===== config.mk =====
export PLATFORM = sky130hd
export DESIGN_NAME = float_to_pcm24_wav_framer_core
export DESIGN_NICKNAME = d
export VERILOG_FILES = /design/src/hdl/f2p24_pkg.sv /design/src/hdl/f2p24_front.sv /design/src/hdl/f2p24_fifo.sv /design/src/hdl/f2p24_back.sv /design/src/hdl/float_to_pcm24_wav_framer_core.sv
export SDC_FILE = /design/constraint.sdc
export NUM_CORES = 2
export LEC_CHECK = 0
export BUFFER_PORTS_ARGS = -buffer_cell sky130_fd_sc_hd__buf_4
export CORE_MARGIN = 5
export CORE_UTILIZATION = 35
export DETAILED_ROUTE_END_ITERATION = 7
export GPL_TIMING_DRIVEN = 1
export PLACE_DENSITY = 0.52
export REMOVE_ABC_BUFFERS = 1
export SLEW_MARGIN = 10
export SYNTH_ARGS = -nofsm -noshare
export SYNTH_HDL_FRONTEND = slang
export SYNTH_SLANG_ARGS = --single-unit

===== constraint.sdc =====
create_clock -name clk -period 9.75 [get_ports clk]
set_input_delay 1.95 -clock clk [delete_from_list [all_inputs] [get_ports clk]]
set_output_delay 1.95 -clock clk [all_outputs]
set_load 0.02 [all_outputs]

===== src/hdl/f2p24_pkg.sv =====
`default_nettype none
// ----------------------------------------------------------------------------
// f2p24_pkg: shared types and constants for the float to PCM24 WAV framer
// Holds the queue entry type, header constants and field widths.
// ----------------------------------------------------------------------------
package f2p24_pkg;

	localparam int unsigned RATE_W  = 20;
	localparam int unsigned CHAN_W  = 7;
	localparam int unsigned LEN_W   = 32;
	localparam int unsigned PCM_W   = 24;
	localparam int unsigned HDR_LEN = 44;

	localparam logic [23:0] PCM_MAX = 24'd8388607;

	localparam logic [1:0] REG_RATE = 2'd0;
	localparam logic [1:0] REG_CHAN = 2'd1;
	localparam logic [1:0] REG_LEN  = 2'd2;

	// one entry of the queue between front and back
	typedef struct packed {
		logic             hdr;
		logic [PCM_W-1:0] pcm;
	} item_t;

endpackage : f2p24_pkg
`default_nettype wire


===== src/hdl/f2p24_front.sv =====
`default_nettype none
// ----------------------------------------------------------------------------
// f2p24_front: sample conversion pipeline
// Three-stage conversion of a single-precision word to a saturated PCM24 value.
// Stage 1 multiplies the significand by 8388607, stage 2 rounds to 24
// significant bits, stage 3 rounds to integer and saturates. Headers pass
// through with a flag.
// ----------------------------------------------------------------------------
module f2p24_front import f2p24_pkg::*; (
	input  wire logic        clk,
	input  wire logic        arst_n,
	input  wire logic        in_valid,
	output logic             in_ready,
	input  wire logic        kind,
	input  wire logic [31:0] sample_bits,
	output logic             out_valid,
	input  wire logic        out_ready,
	output item_t            out_item
);

	logic        v_s1, v_s2, v_s3;
	logic        hdr_s1, neg_s1, zero_s1, sat_s1;
	logic [47:0] prod_s1;
	logic [7:0]  shift_s1;
	logic        hdr_s2, neg_s2, zero_s2, sat_s2;
	logic [47:0] p24_s2;
	logic [8:0]  sh2_s2;
	item_t       item_s3;

	logic        adv_s3, adv_s2, adv_s1;
	logic [7:0]  expo;
	logic [22:0] mant;
	logic [23:0] sig;

	assign expo = sample_bits[30:23];
	assign mant = sample_bits[22:0];
	assign sig  = (expo == 8'd0) ? {1'b0, mant} : {1'b1, mant};

	assign adv_s3   = !v_s3 || out_ready;
	assign adv_s2   = !v_s2 || adv_s3;
	assign adv_s1   = !v_s1 || adv_s2;
	assign in_ready = adv_s1;

	always_ff @(posedge clk or negedge arst_n) begin
		if (!arst_n) begin
			v_s1 <= 1'b0;
		end else if (adv_s1) begin
			v_s1 <= in_valid;
		end
	end

	always_ff @(posedge clk) begin
		if (adv_s1 && in_valid) begin
			hdr_s1   <= kind;
			neg_s1   <= sample_bits[31];
			zero_s1  <= (expo == 8'hFF && mant != 23'd0) || sig == 24'd0;
			sat_s1   <= expo >= 8'd127;
			prod_s1  <= 48'(sig) * 48'(PCM_MAX);
			shift_s1 <= (expo == 8'd0) ? 8'd149 : 8'(8'd150 - expo);
		end
	end

	// stage 2: round to 24 significant bits
	logic [5:0]  len;
	logic [5:0]  drop;
	logic [47:0] q1, rem1, half1, p24;
	logic [8:0]  sh2;

	always_comb begin
		len = 6'd0;
		for (int i = 0; i < 48; i++) begin
			if (prod_s1[i]) len = 6'(i + 1);
		end
		drop  = (len > 6'd24) ? 6'(len - 6'd24) : 6'd0;
		q1    = prod_s1 >> drop;
		rem1  = prod_s1 & ((48'd1 << drop) - 48'd1);
		half1 = (drop == 6'd0) ? 48'd0 : (48'd1 << (drop - 6'd1));
		p24   = q1;
		if (drop != 6'd0 && (rem1 > half1 || (rem1 == half1 && q1[0]))) p24 = q1 + 48'd1;
		sh2   = 9'({1'b0, shift_s1}) - 9'(drop);
	end

	always_ff @(posedge clk or negedge arst_n) begin
		if (!arst_n) begin
			v_s2 <= 1'b0;
		end else if (adv_s2) begin
			v_s2 <= v_s1;
		end
	end

	always_ff @(posedge clk) begin
		if (adv_s2 && v_s1) begin
			hdr_s2  <= hdr_s1;
			neg_s2  <= neg_s1;
			zero_s2 <= zero_s1;
			sat_s2  <= sat_s1;
			p24_s2  <= p24;
			sh2_s2  <= sh2;
		end
	end

	// stage 3: round to integer, saturate, apply sign
	logic [47:0] q2, rem2, half2, rnd;
	logic [23:0] mag, res;

	always_comb begin
		rnd = p24_s2;
		q2 = 48'd0; rem2 = 48'd0; half2 = 48'd0;
		if (!sh2_s2[8] && sh2_s2 != 9'd0) begin
			if (sh2_s2 > 9'd47) begin
				rnd = 48'd0;
			end else begin
				q2    = p24_s2 >> sh2_s2[5:0];
				rem2  = p24_s2 & ((48'd1 << sh2_s2[5:0]) - 48'd1);
				half2 = 48'd1 << (sh2_s2[5:0] - 6'd1);
				rnd   = q2;
				if (rem2 > half2 || (rem2 == half2 && q2[0])) rnd = q2 + 48'd1;
			end
		end
		if (sat_s2 || rnd > 48'(PCM_MAX)) mag = PCM_MAX;
		else mag = rnd[23:0];
		if (zero_s2) res = 24'd0;
		else res = neg_s2 ? 24'(-mag) : mag;
	end

	always_ff @(posedge clk or negedge arst_n) begin
		if (!arst_n) begin
			v_s3 <= 1'b0;
		end else if (adv_s3) begin
			v_s3 <= v_s2;
		end
	end

	always_ff @(posedge clk) begin
		if (adv_s3 && v_s2) begin
			item_s3.hdr <= hdr_s2;
			item_s3.pcm <= res;
		end
	end

	assign out_valid = v_s3;
	assign out_item  = item_s3;

endmodule : f2p24_front
`default_nettype wire


===== src/hdl/f2p24_fifo.sv =====
`default_nettype none
// ----------------------------------------------------------------------------
// f2p24_fifo: short queue between front and back
// Two-entry register queue so front and back stall independently.
// ----------------------------------------------------------------------------
module f2p24_fifo import f2p24_pkg::*; (
	input  wire logic  clk,
	input  wire logic  arst_n,
	input  wire logic  wr_valid,
	output logic       wr_ready,
	input  wire item_t wr_item,
	output logic       rd_valid,
	input  wire logic  rd_ready,
	output item_t      rd_item
);

	item_t      mem_q [2];
	logic       wp_q, rp_q;
	logic [1:0] cnt_q;
	logic       wr, rd;

	assign wr_ready = cnt_q != 2'd2;
	assign rd_valid = cnt_q != 2'd0;
	assign wr = wr_valid && wr_ready;
	assign rd = rd_valid && rd_ready;
	assign rd_item = mem_q[rp_q];

	always_ff @(posedge clk or negedge arst_n) begin
		if (!arst_n) begin
			wp_q  <= 1'b0;
			rp_q  <= 1'b0;
			cnt_q <= 2'd0;
		end else begin
			if (wr) wp_q <= !wp_q;
			if (rd) rp_q <= !rp_q;
			cnt_q <= 2'(cnt_q + {1'b0, wr} - {1'b0, rd});
		end
	end

	always_ff @(posedge clk) begin
		if (wr) mem_q[wp_q] <= wr_item;
	end

endmodule : f2p24_fifo
`default_nettype wire


===== src/hdl/f2p24_back.sv =====
`default_nettype none
// ----------------------------------------------------------------------------
// f2p24_back: byte serialiser
// Emits three PCM bytes or the 44-byte header from a byte counter, into a
// skid-free output register.
// ----------------------------------------------------------------------------
module f2p24_back import f2p24_pkg::*; (
	input  wire logic              clk,
	input  wire logic              arst_n,
	input  wire logic              in_valid,
	output logic                   in_ready,
	input  wire item_t             in_item,
	input  wire logic [RATE_W-1:0] sample_rate,
	input  wire logic [CHAN_W-1:0] channel_count,
	input  wire logic [LEN_W-1:0]  data_bytes,
	input  wire logic [31:0]       byte_rate,
	output logic                   out_valid,
	input  wire logic              out_ready,
	output logic [7:0]             out_byte,
	output logic                   out_last
);

	logic [5:0]  idx_q;
	logic        vld_q;
	logic [7:0]  byte_q;
	logic        last_q;
	logic        load;
	logic        fin;
	logic [7:0]  b;
	logic [31:0] riff;
	logic [15:0] blk;

	assign load = !vld_q || out_ready;
	assign fin  = in_item.hdr ? (idx_q == 6'(HDR_LEN - 1)) : (idx_q == 6'd2);
	assign in_ready = load && fin;
	assign riff = data_bytes + 32'd36;
	assign blk  = 16'(channel_count) * 16'd3;

	always_comb begin
		b = 8'h00;
		if (!in_item.hdr) begin
			case (idx_q[1:0])
				2'd0:    b = in_item.pcm[7:0];
				2'd1:    b = in_item.pcm[15:8];
				default: b = in_item.pcm[23:16];
			endcase
		end else begin
			case (idx_q)
				6'd0:  b = 8'h52;
				6'd1:  b = 8'h49;
				6'd2:  b = 8'h46;
				6'd3:  b = 8'h46;
				6'd4:  b = riff[7:0];
				6'd5:  b = riff[15:8];
				6'd6:  b = riff[23:16];
				6'd7:  b = riff[31:24];
				6'd8:  b = 8'h57;
				6'd9:  b = 8'h41;
				6'd10: b = 8'h56;
				6'd11: b = 8'h45;
				6'd12: b = 8'h66;
				6'd13: b = 8'h6D;
				6'd14: b = 8'h74;
				6'd15: b = 8'h20;
				6'd16: b = 8'd16;
				6'd20: b = 8'd1;
				6'd22: b = 8'(channel_count);
				6'd24: b = sample_rate[7:0];
				6'd25: b = sample_rate[15:8];
				6'd26: b = 8'(sample_rate[19:16]);
				6'd28: b = byte_rate[7:0];
				6'd29: b = byte_rate[15:8];
				6'd30: b = byte_rate[23:16];
				6'd31: b = byte_rate[31:24];
				6'd32: b = blk[7:0];
				6'd33: b = blk[15:8];
				6'd34: b = 8'd24;
				6'd36: b = 8'h64;
				6'd37: b = 8'h61;
				6'd38: b = 8'h74;
				6'd39: b = 8'h61;
				6'd40: b = data_bytes[7:0];
				6'd41: b = data_bytes[15:8];
				6'd42: b = data_bytes[23:16];
				6'd43: b = data_bytes[31:24];
				default: b = 8'h00;
			endcase
		end
	end

	always_ff @(posedge clk or negedge arst_n) begin
		if (!arst_n) begin
			idx_q <= 6'd0;
			vld_q <= 1'b0;
		end else if (load) begin
			vld_q <= in_valid;
			if (in_valid) idx_q <= fin ? 6'd0 : 6'(idx_q + 6'd1);
		end
	end

	always_ff @(posedge clk) begin
		if (load && in_valid) begin
			byte_q <= b;
			last_q <= fin;
		end
	end

	assign out_valid = vld_q;
	assign out_byte  = byte_q;
	assign out_last  = last_q;

endmodule : f2p24_back
`default_nettype wire


===== src/hdl/float_to_pcm24_wav_framer_core.sv =====
`default_nettype none
// ----------------------------------------------------------------------------
// float_to_pcm24_wav_framer_core: float32 to PCM24 converter and WAV framer
// A sample word (tuser 0) becomes three little-endian PCM24 bytes, the third
// marked with tlast; a header word (tuser 1) becomes the 44-byte PCM WAV
// header from the configured rate, channels and data length. The output
// channel moves one byte per cycle while m_tready is high, a rate the byte
// serialiser sets. Conversion runs in a three-stage pipeline feeding a
// two-entry queue, so input keeps flowing while bytes drain. A first byte
// is valid after its word passes the stages, queue and output register.
// ----------------------------------------------------------------------------
module float_to_pcm24_wav_framer_core import f2p24_pkg::*; (
	input  wire logic        clk,
	input  wire logic        arst_n,
	input  wire logic        s_tvalid,
	output logic             s_tready,
	input  wire logic [31:0] s_tdata,   // [31:0] sample_bits
	input  wire logic        s_tuser,   // [0] kind
	output logic             m_tvalid,
	input  wire logic        m_tready,
	output logic [7:0]       m_tdata,   // [7:0] out_byte
	output logic             m_tlast,
	input  wire logic        cfg_we,
	input  wire logic [1:0]  cfg_index,
	input  wire logic [31:0] cfg_data
);

	logic [RATE_W-1:0] rate_q;
	logic [CHAN_W-1:0] chan_q;
	logic [LEN_W-1:0]  len_q;
	logic [31:0]       rate3_q, brate_q;

	always_ff @(posedge clk or negedge arst_n) begin
		if (!arst_n) begin
			rate_q <= RATE_W'(48000);
			chan_q <= CHAN_W'(2);
			len_q  <= '0;
		end else if (cfg_we) begin
			case (cfg_index)
				REG_RATE: rate_q <= cfg_data[RATE_W-1:0];
				REG_CHAN: chan_q <= cfg_data[CHAN_W-1:0];
				REG_LEN:  len_q  <= cfg_data;
				default:  ;
			endcase
		end
	end

	// byte rate, two registered steps
	always_ff @(posedge clk) begin
		rate3_q <= 32'(rate_q) * 32'd3;
		brate_q <= rate3_q * 32'(chan_q);
	end

	item_t f_item, q_item;
	logic  f_valid, f_ready, q_valid, q_ready;

	f2p24_front u_front (
		.clk, .arst_n,
		.in_valid(s_tvalid), .in_ready(s_tready),
		.kind(s_tuser), .sample_bits(s_tdata),
		.out_valid(f_valid), .out_ready(f_ready), .out_item(f_item)
	);

	f2p24_fifo u_fifo (
		.clk, .arst_n,
		.wr_valid(f_valid), .wr_ready(f_ready), .wr_item(f_item),
		.rd_valid(q_valid), .rd_ready(q_ready), .rd_item(q_item)
	);

	f2p24_back u_back (
		.clk, .arst_n,
		.in_valid(q_valid), .in_ready(q_ready), .in_item(q_item),
		.sample_rate(rate_q), .channel_count(chan_q), .data_bytes(len_q),
		.byte_rate(brate_q),
		.out_valid(m_tvalid), .out_ready(m_tready),
		.out_byte(m_tdata), .out_last(m_tlast)
	);

	a_hold: assert property (@(posedge clk) disable iff (!arst_n)
		m_tvalid && !m_tready |=> m_tvalid && $stable(m_tdata) && $stable(m_tlast))
		else $error("output word changed while stalled");
	a_nolast_at_start: assert property (@(posedge clk) disable iff (!arst_n)
		q_valid && q_ready |-> (u_back.idx_q == 6'd2 || u_back.idx_q == 6'(HDR_LEN - 1)))
		else $error("queue entry released before its last byte");

endmodule : float_to_pcm24_wav_framer_core
`default_nettype wire


Yosys cells after proc, flatten, opt, wreduce, memory -nomap -nowiden
Memories as Yosys holds them, arrays and structs flattened.
Index checks and enable logic that the tools add are counted.
{"block": "word_totals", "memories": 1, "ramBits": 50, "register_bits": 278, "output_inout_bits": 11, "inputBits": 72}
{"name": "u_fifo.mem_q", "words": 2, "width": 25, "read_ports": 1, "rd_ports_with_merged_regs": 0, "write_ports": 1, "line": "f2p24_fifo.sv:17", "source": "item_t mem_q [2];"}
{"block": "op_classes", "n_bitwise": 2, "order_cmp": 6, "add_sub_neg": 14, "n_mul": 4, "eq_ne": 43, "mux": 63, "n_shift": 6, "n_reduce_logical": 44}
{"operator": "one-hot mux 8 bit (34 select lines)", "n": 1}
{"operator": "2-to-1 mux 48 bit", "n": 5}
{"operator": "<< shifter 1 x 6 -> 48 bit, first input constant", "n": 4}
{"operator": "2-to-1 mux 6 bit", "n": 18}
{"operator": "adder 48 x 1 -> 48 bit, second input constant", "n": 2}
{"operator": "== test 48 bit", "n": 2}
{"operator": "> comparator 48 bit", "n": 2}
{"operator": "subtractor 48 x 1 -> 48 bit, second input constant", "n": 2}
{"operator": "2-to-1 mux 5 bit", "n": 16}
{"operator": "2-to-1 mux 24 bit", "n": 3}
{"operator": "== test 6 bit, second input constant", "n": 11}
{"operator": "== test 6 x 5 -> 1 bit, second input constant", "n": 10}
{"operator": "bitwise AND 47 x 48 -> 48 bit", "n": 1}
{"operator": "bitwise AND 48 bit", "n": 1}
{"operator": "== test 6 x 4 -> 1 bit, second input constant", "n": 8}
{"operator": "> comparator 48 x 23 -> 1 bit, second input constant", "n": 1}
{"operator": ">> shifter 47 x 6 -> 48 bit", "n": 1}
{"operator": ">> shifter 48 x 6 -> 48 bit", "n": 1}
{"operator": "multiplier 24 x 23 -> 47 bit, second input constant", "n": 1}
{"operator": "adder 32 x 6 -> 32 bit, second input constant", "n": 1}
{"operator": "2-to-1 mux 4 bit", "n": 8}
{"operator": "multiplier 22 x 7 -> 29 bit", "n": 1}
{"operator": "== test 6 x 3 -> 1 bit, second input constant", "n": 4}
{"operator": "logical NOT 24 bit", "n": 1}
{"operator": "36 further kinds", "n": 77}

Depth between registers and ports, before layout
{"block": "depth", "ltp_word": 57, "ltp_mapped": 45, "depth_no_buf": 38}

Hierarchy
From an unflattened synthesis, not the netlist that was laid out.
{"block": "hier_totals", "hier_cells": 5026, "area_unflattened_um2": 45906.5}
{"mod": "f2p24_front", "cells_each": 3621, "area_per_inst_um2": 31818.0, "instances": 1}
{"mod": "float_to_pcm24_wav_framer_core", "cells_each": 889, "area_per_inst_um2": 9038.7, "instances": 1}
{"mod": "f2p24_back", "cells_each": 416, "area_per_inst_um2": 3017.9, "instances": 1}
{"mod": "f2p24_fifo", "cells_each": 100, "area_per_inst_um2": 2031.9, "instances": 1}

Worst setup path before layout
Ideal clock, no wire load.
{"block": "synth_path", "kind": "in2reg", "startpoint": "in s_tdata[12]", "endpoint": "reg u_front.prod_s1[43] (data pin)", "setup_time_ns": 0.260, "arrival_ns": 9.138, "stages": 26, "path_slack_ns": 0.353, "cell_sequence": "fa_1 -> inv_1 -> fa_1 -> inv_1 -> fa_1 -> fa_1 -> fa_1 -> inv_1 -> fa_1 -> inv_1 -> fa_1 -> ha_1 -> clkbuf_1 -> a21o_1 -> a2111oi_0 -> o221ai_1 -> a2111o_1 -> o221a_2 -> a211o_1 -> nand2_1 -> o21ai_0 -> or4_1 -> a31oi_1 -> o21bai_1 -> a21oi_1 -> xnor2_1"}
{"block": "synth_via", "elab_chain_cells": 2}
{"item": "from (decl)", "line": "float_to_pcm24_wav_framer_core.sv:17", "source": "input wire logic [31:0] s_tdata,"}
{"item": "2-to-1 mux 24 bit", "line": "f2p24_front.sv:37", "source": "assign sig = (expo == 8'd0) ? {1'b0, mant} : {1'b1, mant};"}
{"item": "multiplier 24 x 23 -> 47 bit", "line": "f2p24_front.sv:58", "source": "prod_s1 <= 48'(sig) * 48'(PCM_MAX);"}
{"item": "to (signal assigned)", "line": "f2p24_front.sv:58"}
{"item": "to (decl)", "line": "f2p24_front.sv:23", "source": "logic [47:0] prod_s1;"}
Every way passes these cells.
A chain may end at the register's enable or synchronous reset.

Worst setup path after layout
{"block": "layout_path", "startpoint": "in s_tdata[9]", "endpoint": "reg u_front.prod_s1[43] (data pin)"}
Same word-level chain as after synthesis.

==> flow_metrics.py <==
metrics = {
    "clock_tree": {
        "max-clock-path-buffers": 3,
        "htreeDepth": 2,
        "cts_inserted_buffers": 40,
        "cts_tree": "done",
        "cts_root_buffer": "sky130_fd_sc_hd__clkbuf_16",
        "clk_latency_ps": 590,
        "clock-sinks": 328,
        "clk_transition_reported_paths_ps": 60,
        "post_cts_hold_buffer_count": 0,
    },
    "timing": {
        "timing.setup.tns_ps": 0,
        "rsz0062_at_grt": "no",
        "finalCritPeriodShare": 0.943,
        "timing.final.hold_violations": 0,
        "fin_crit_ps": 9190,
        "final-setup-viol-count": 0,
        "timing_worst_slew_pin_value_ps": 1130,
        "drv_slew": 0,
        "clock-skew-final_ps": 43.2,
        "max_slew_margin": 0.246,
        "fmaxAchievable_mhz": 109,
    },
    "job": {
        "maxCapViolCount": 0,
    },
    "route": {
        "antenna_violating_nets_post_route": 0,
        "drtPass1Iterations": 6,
        "detail_route.wirelength_um": 165000,
        "drt_via_density": 5.81,
        "dr.first_iter.drc_count": 3725,
        "route.detailed.wl_per_inst_um": 24.2,
        "vias": 39800,
        "drc": 0,
    },
    "synth": {
        "synth_edf_count": 204,
        "post_synth_and_or_nand_nor_area_fraction": 0.180,
        "yosys.area_share.xor_xnor": 0.0390,
        "synth-seq-cells": 328,
        "yosysSeqAreaShare": 0.199,
        "post_synthesis_mux_area_share": 0.0770,
        "cell_area_synth_mm2": 0.0451,
        "synth_top_family_by_area": "adder cells",
        "async_reset_ff_frac": 0.223,
        "synth-main-ff-cell": "sky130_fd_sc_hd__edfxtp_1",
        "yosys_warnings": 0,
        "synth_adder_area_share": 0.270,
        "synthesis.area_per_instance_um2": 8.94,
        "syn_inst": 5046,
        "synth_compound_gate_area_share": 0.167,
        "synth_cell_type_count": 117,
    },
    "global_routing": {
        "grt_pass1_vias": 40000,
        "grt_usage": 0.238,
        "grt_max_degree": 74,
        "globalRoute.totalOverflow": 0,
        "initial_antenna_violation_count": 6,
        "global_route_wire_length_before_repair_um": 252000,
    },
    "critical_path": {
        "timing.critical_path.from_type": "input pin",
        "critical_path.top_delay_family": "adder cells",
        "worstSetupStartpoint": "s_tdata[9]",
        "critical_path_peak_fanout": 4,
        "path_class": "in2reg",
        "timing.critical_path.slowest_cell_delay_ps": 590,
        "cp.buffers_inverters": 5,
        "crit-reg2reg-launch": "u_front.sh2_s2[0]$_DFFE_PP_",
        "timing.critical_path.to_type": "flip-flop",
        "worst_ep_arrival_time_ps": 9500,
        "critical_path.most_common_cell": "sky130_fd_sc_hd__fa_1",
        "timing.critical_path.slowest_stage_cell": "sky130_fd_sc_hd__fa_1",
        "required_ps": 10050,
    },
    "place": {
        "hpwlAfterDp_um": 132000,
        "place_congestion": 0.972,
        "buffer_ports.inserted": 82,
    },
    "run_status": {
        "run_status": "finished clean",
    },
    "die": {
        "fp.dieH_um": 369,
        "starting_density": 0.353,
        "placement_rows": 131,
        "num_io_pins": 83,
        "core_area_mm2": 0.128,
        "die_w_um": 369,
        "design.die.area_mm2": 0.136,
    },
    "finish": {
        "drive_above_1_share": 0.118,
        "design.final.nets": 5963,
        "mostFrequentLayoutCells": "sky130_fd_sc_hd__nand2_1 (529), sky130_fd_sc_hd__inv_1 (515), sky130_fd_sc_hd__fa_1 (386)",
        "final_common_cell": "sky130_fd_sc_hd__nand2_1",
        "syn2layout_area_growth_pct": 10.3,
    },
    "worst_hold_path": {
        "min_path_type": "reg2reg",
        "min-delay-start": "u_front.zero_s1$_DFFE_PP_",
    },
}
==> flip-flops by register name (all words and copies together), names as in the netlist, 2 cells and up <==
name              flops
u_front.out_item     25
u_front.shift_s1      8
u_front.sh2_s2        9
chan_q                7
u_fifo.cnt_q          2
u_back.idx_q          6
len_q                32
u_back.out_byte       8
rate_q               20
u_front.p24_s2       48
u_fifo.mem_q         50
brate_q              29
rate3_q              22
u_front.prod_s1      47
==> worst reg2reg max path: cells and delay by family (launching register included) <==
family | cells | cell delay, ps
AND/OR/NAND/NOR | 16 | 3870
AO/OA/AOI/OAI | 14 | 3480
adder cells (fa/ha/maj) | 3 | 820
flip-flops | 1 | 440
multiplexers | 1 | 160
buffers and inverters | 1 | 80
==> cells in the mapped netlist, types with 16 or more instances <==
master | number | share of area
sky130_fd_sc_hd__nand3_1 | 210 | 0.023
sky130_fd_sc_hd__dfxtp_1 | 51 | 0.023
sky130_fd_sc_hd__nor4_1 | 47 | 0.0065
sky130_fd_sc_hd__a21oi_1 | 246 | 0.027
sky130_fd_sc_hd__edfxtp_1 | 204 | 0.14
sky130_fd_sc_hd__dfrtp_1 | 65 | 0.036
sky130_fd_sc_hd__buf_1 | 20 | 0.0017
sky130_fd_sc_hd__mux4_2 | 77 | 0.038
sky130_fd_sc_hd__ha_1 | 355 | 0.098
sky130_fd_sc_hd__and2_1 | 104 | 0.014
sky130_fd_sc_hd__fa_1 | 386 | 0.17
sky130_fd_sc_hd__mux2_2 | 80 | 0.020
sky130_fd_sc_hd__buf_2 | 36 | 0.0040
sky130_fd_sc_hd__or2_2 | 19 | 0.0026
sky130_fd_sc_hd__a21o_1 | 52 | 0.0086
sky130_fd_sc_hd__o22ai_1 | 24 | 0.0033
sky130_fd_sc_hd__buf_4 | 16 | 0.0027
sky130_fd_sc_hd__xor2_1 | 76 | 0.015
sky130_fd_sc_hd__nand4_1 | 81 | 0.011
sky130_fd_sc_hd__o31ai_1 | 23 | 0.0038
sky130_fd_sc_hd__nor2_1 | 339 | 0.028
sky130_fd_sc_hd__o211ai_1 | 47 | 0.0078
sky130_fd_sc_hd__a22oi_1 | 47 | 0.0078
sky130_fd_sc_hd__xnor2_1 | 125 | 0.024
sky130_fd_sc_hd__nor2b_1 | 51 | 0.0071
sky130_fd_sc_hd__inv_1 | 515 | 0.043
sky130_fd_sc_hd__or3_1 | 24 | 0.0033
sky130_fd_sc_hd__a211oi_1 | 50 | 0.0083
sky130_fd_sc_hd__and3_1 | 51 | 0.0071
sky130_fd_sc_hd__o21a_1 | 39 | 0.0065
sky130_fd_sc_hd__nor3_1 | 100 | 0.011
sky130_fd_sc_hd__nand2b_1 | 42 | 0.0058
sky130_fd_sc_hd__o21ai_0 | 196 | 0.022
sky130_fd_sc_hd__mux2i_1 | 84 | 0.019
sky130_fd_sc_hd__a221oi_1 | 17 | 0.0033
sky130_fd_sc_hd__a31oi_1 | 40 | 0.0055
sky130_fd_sc_hd__a22o_1 | 35 | 0.0068
sky130_fd_sc_hd__a32oi_1 | 17 | 0.0033
sky130_fd_sc_hd__o21bai_1 | 18 | 0.0030
sky130_fd_sc_hd__clkbuf_1 | 157 | 0.013
sky130_fd_sc_hd__o221ai_1 | 16 | 0.0031
sky130_fd_sc_hd__nand2_1 | 529 | 0.044
sky130_fd_sc_hd__a21boi_0 | 29 | 0.0048
==> worst paths after layout <==
path                                                 endpoint  slack (ps)  depth (start not counted)
max                             u_front.prod_s1[43]$_DFFE_PP_         560                         26
min                                 u_front.zero_s2$_DFFE_PP_         420                          0
max reg2reg                u_front.out_item[22]$_SDFFCE_PP0P_         660                         35
min reg2reg                         u_front.zero_s2$_DFFE_PP_         420                          0
max in group asynchronous               rate_q[2]$_DFFE_PN0P_        7600                          1
min in group asynchronous        u_back.out_valid$_DFFE_PN0N_        1520                          1
==> metal layers <==
layer / vias to the layer above / wire [um] / track usage
met5: - / 0 / 0
met4: 0 / 7140 / 0.0906
met3: 357 / 10700 / 0.0316
met2: 1593 / 76100 / 0.386
met1: 19600 / 71500 / 0.323
li1: 18200 / - / -
==> repair_timing <==
action,4_1_cts,5_1_grt
endpoints found under the setup margin,0,5
buffers inserted,0,1
hold endpoints to repair,0,0
gates resized for setup,0,2
==> final cells by class <==
class | instances | area, um^2
fillers | 13000 | 78100
multi-input cells | 3957 | 33100
flip-flops and latches | 328 | 8980
repair buffers | 295 | 2250
well taps | 1662 | 2080
inverters | 528 | 1980
clock buffers | 52 | 1100
clock inverters | 22 | 234
diodes | 2 | 5.00
==> per-stage QoR <==
| step | setup slack (ps) | utilization | cells | hold slack, ps | area (um^2) |
|---|---|---|---|---|---|
| floorplan | -1160 | - | 4813 | 391 | 44100 |
| global placement | 45.9 | 0.379 | 6769 | 406 | 48400 |
| detailed placement | -28.2 | 0.379 | 6769 | 409 | 48400 |
| CTS | 533 | 0.389 | 6843 | 424 | 49800 |
| global route | 104 | 0.389 | 6844 | 428 | 49800 |
| finish | 560 | 0.389 | 6846 | 421 | 49800 |
==> logic make-up (layout without fill, tap and decap cells) <==
logic type	after synthesis	in the layout
xor+xnor	201	201
simple gates	1672	1672
fa+ha+maj	741	741
other cells	1	9
buf+inv	767	897
mux	241	241
compound gates	1095	1095
flops	328	328
Power is left out: the tool's default activity adds up to more than one toggle a clock period on the data nets, which glitch-free logic cannot reach.
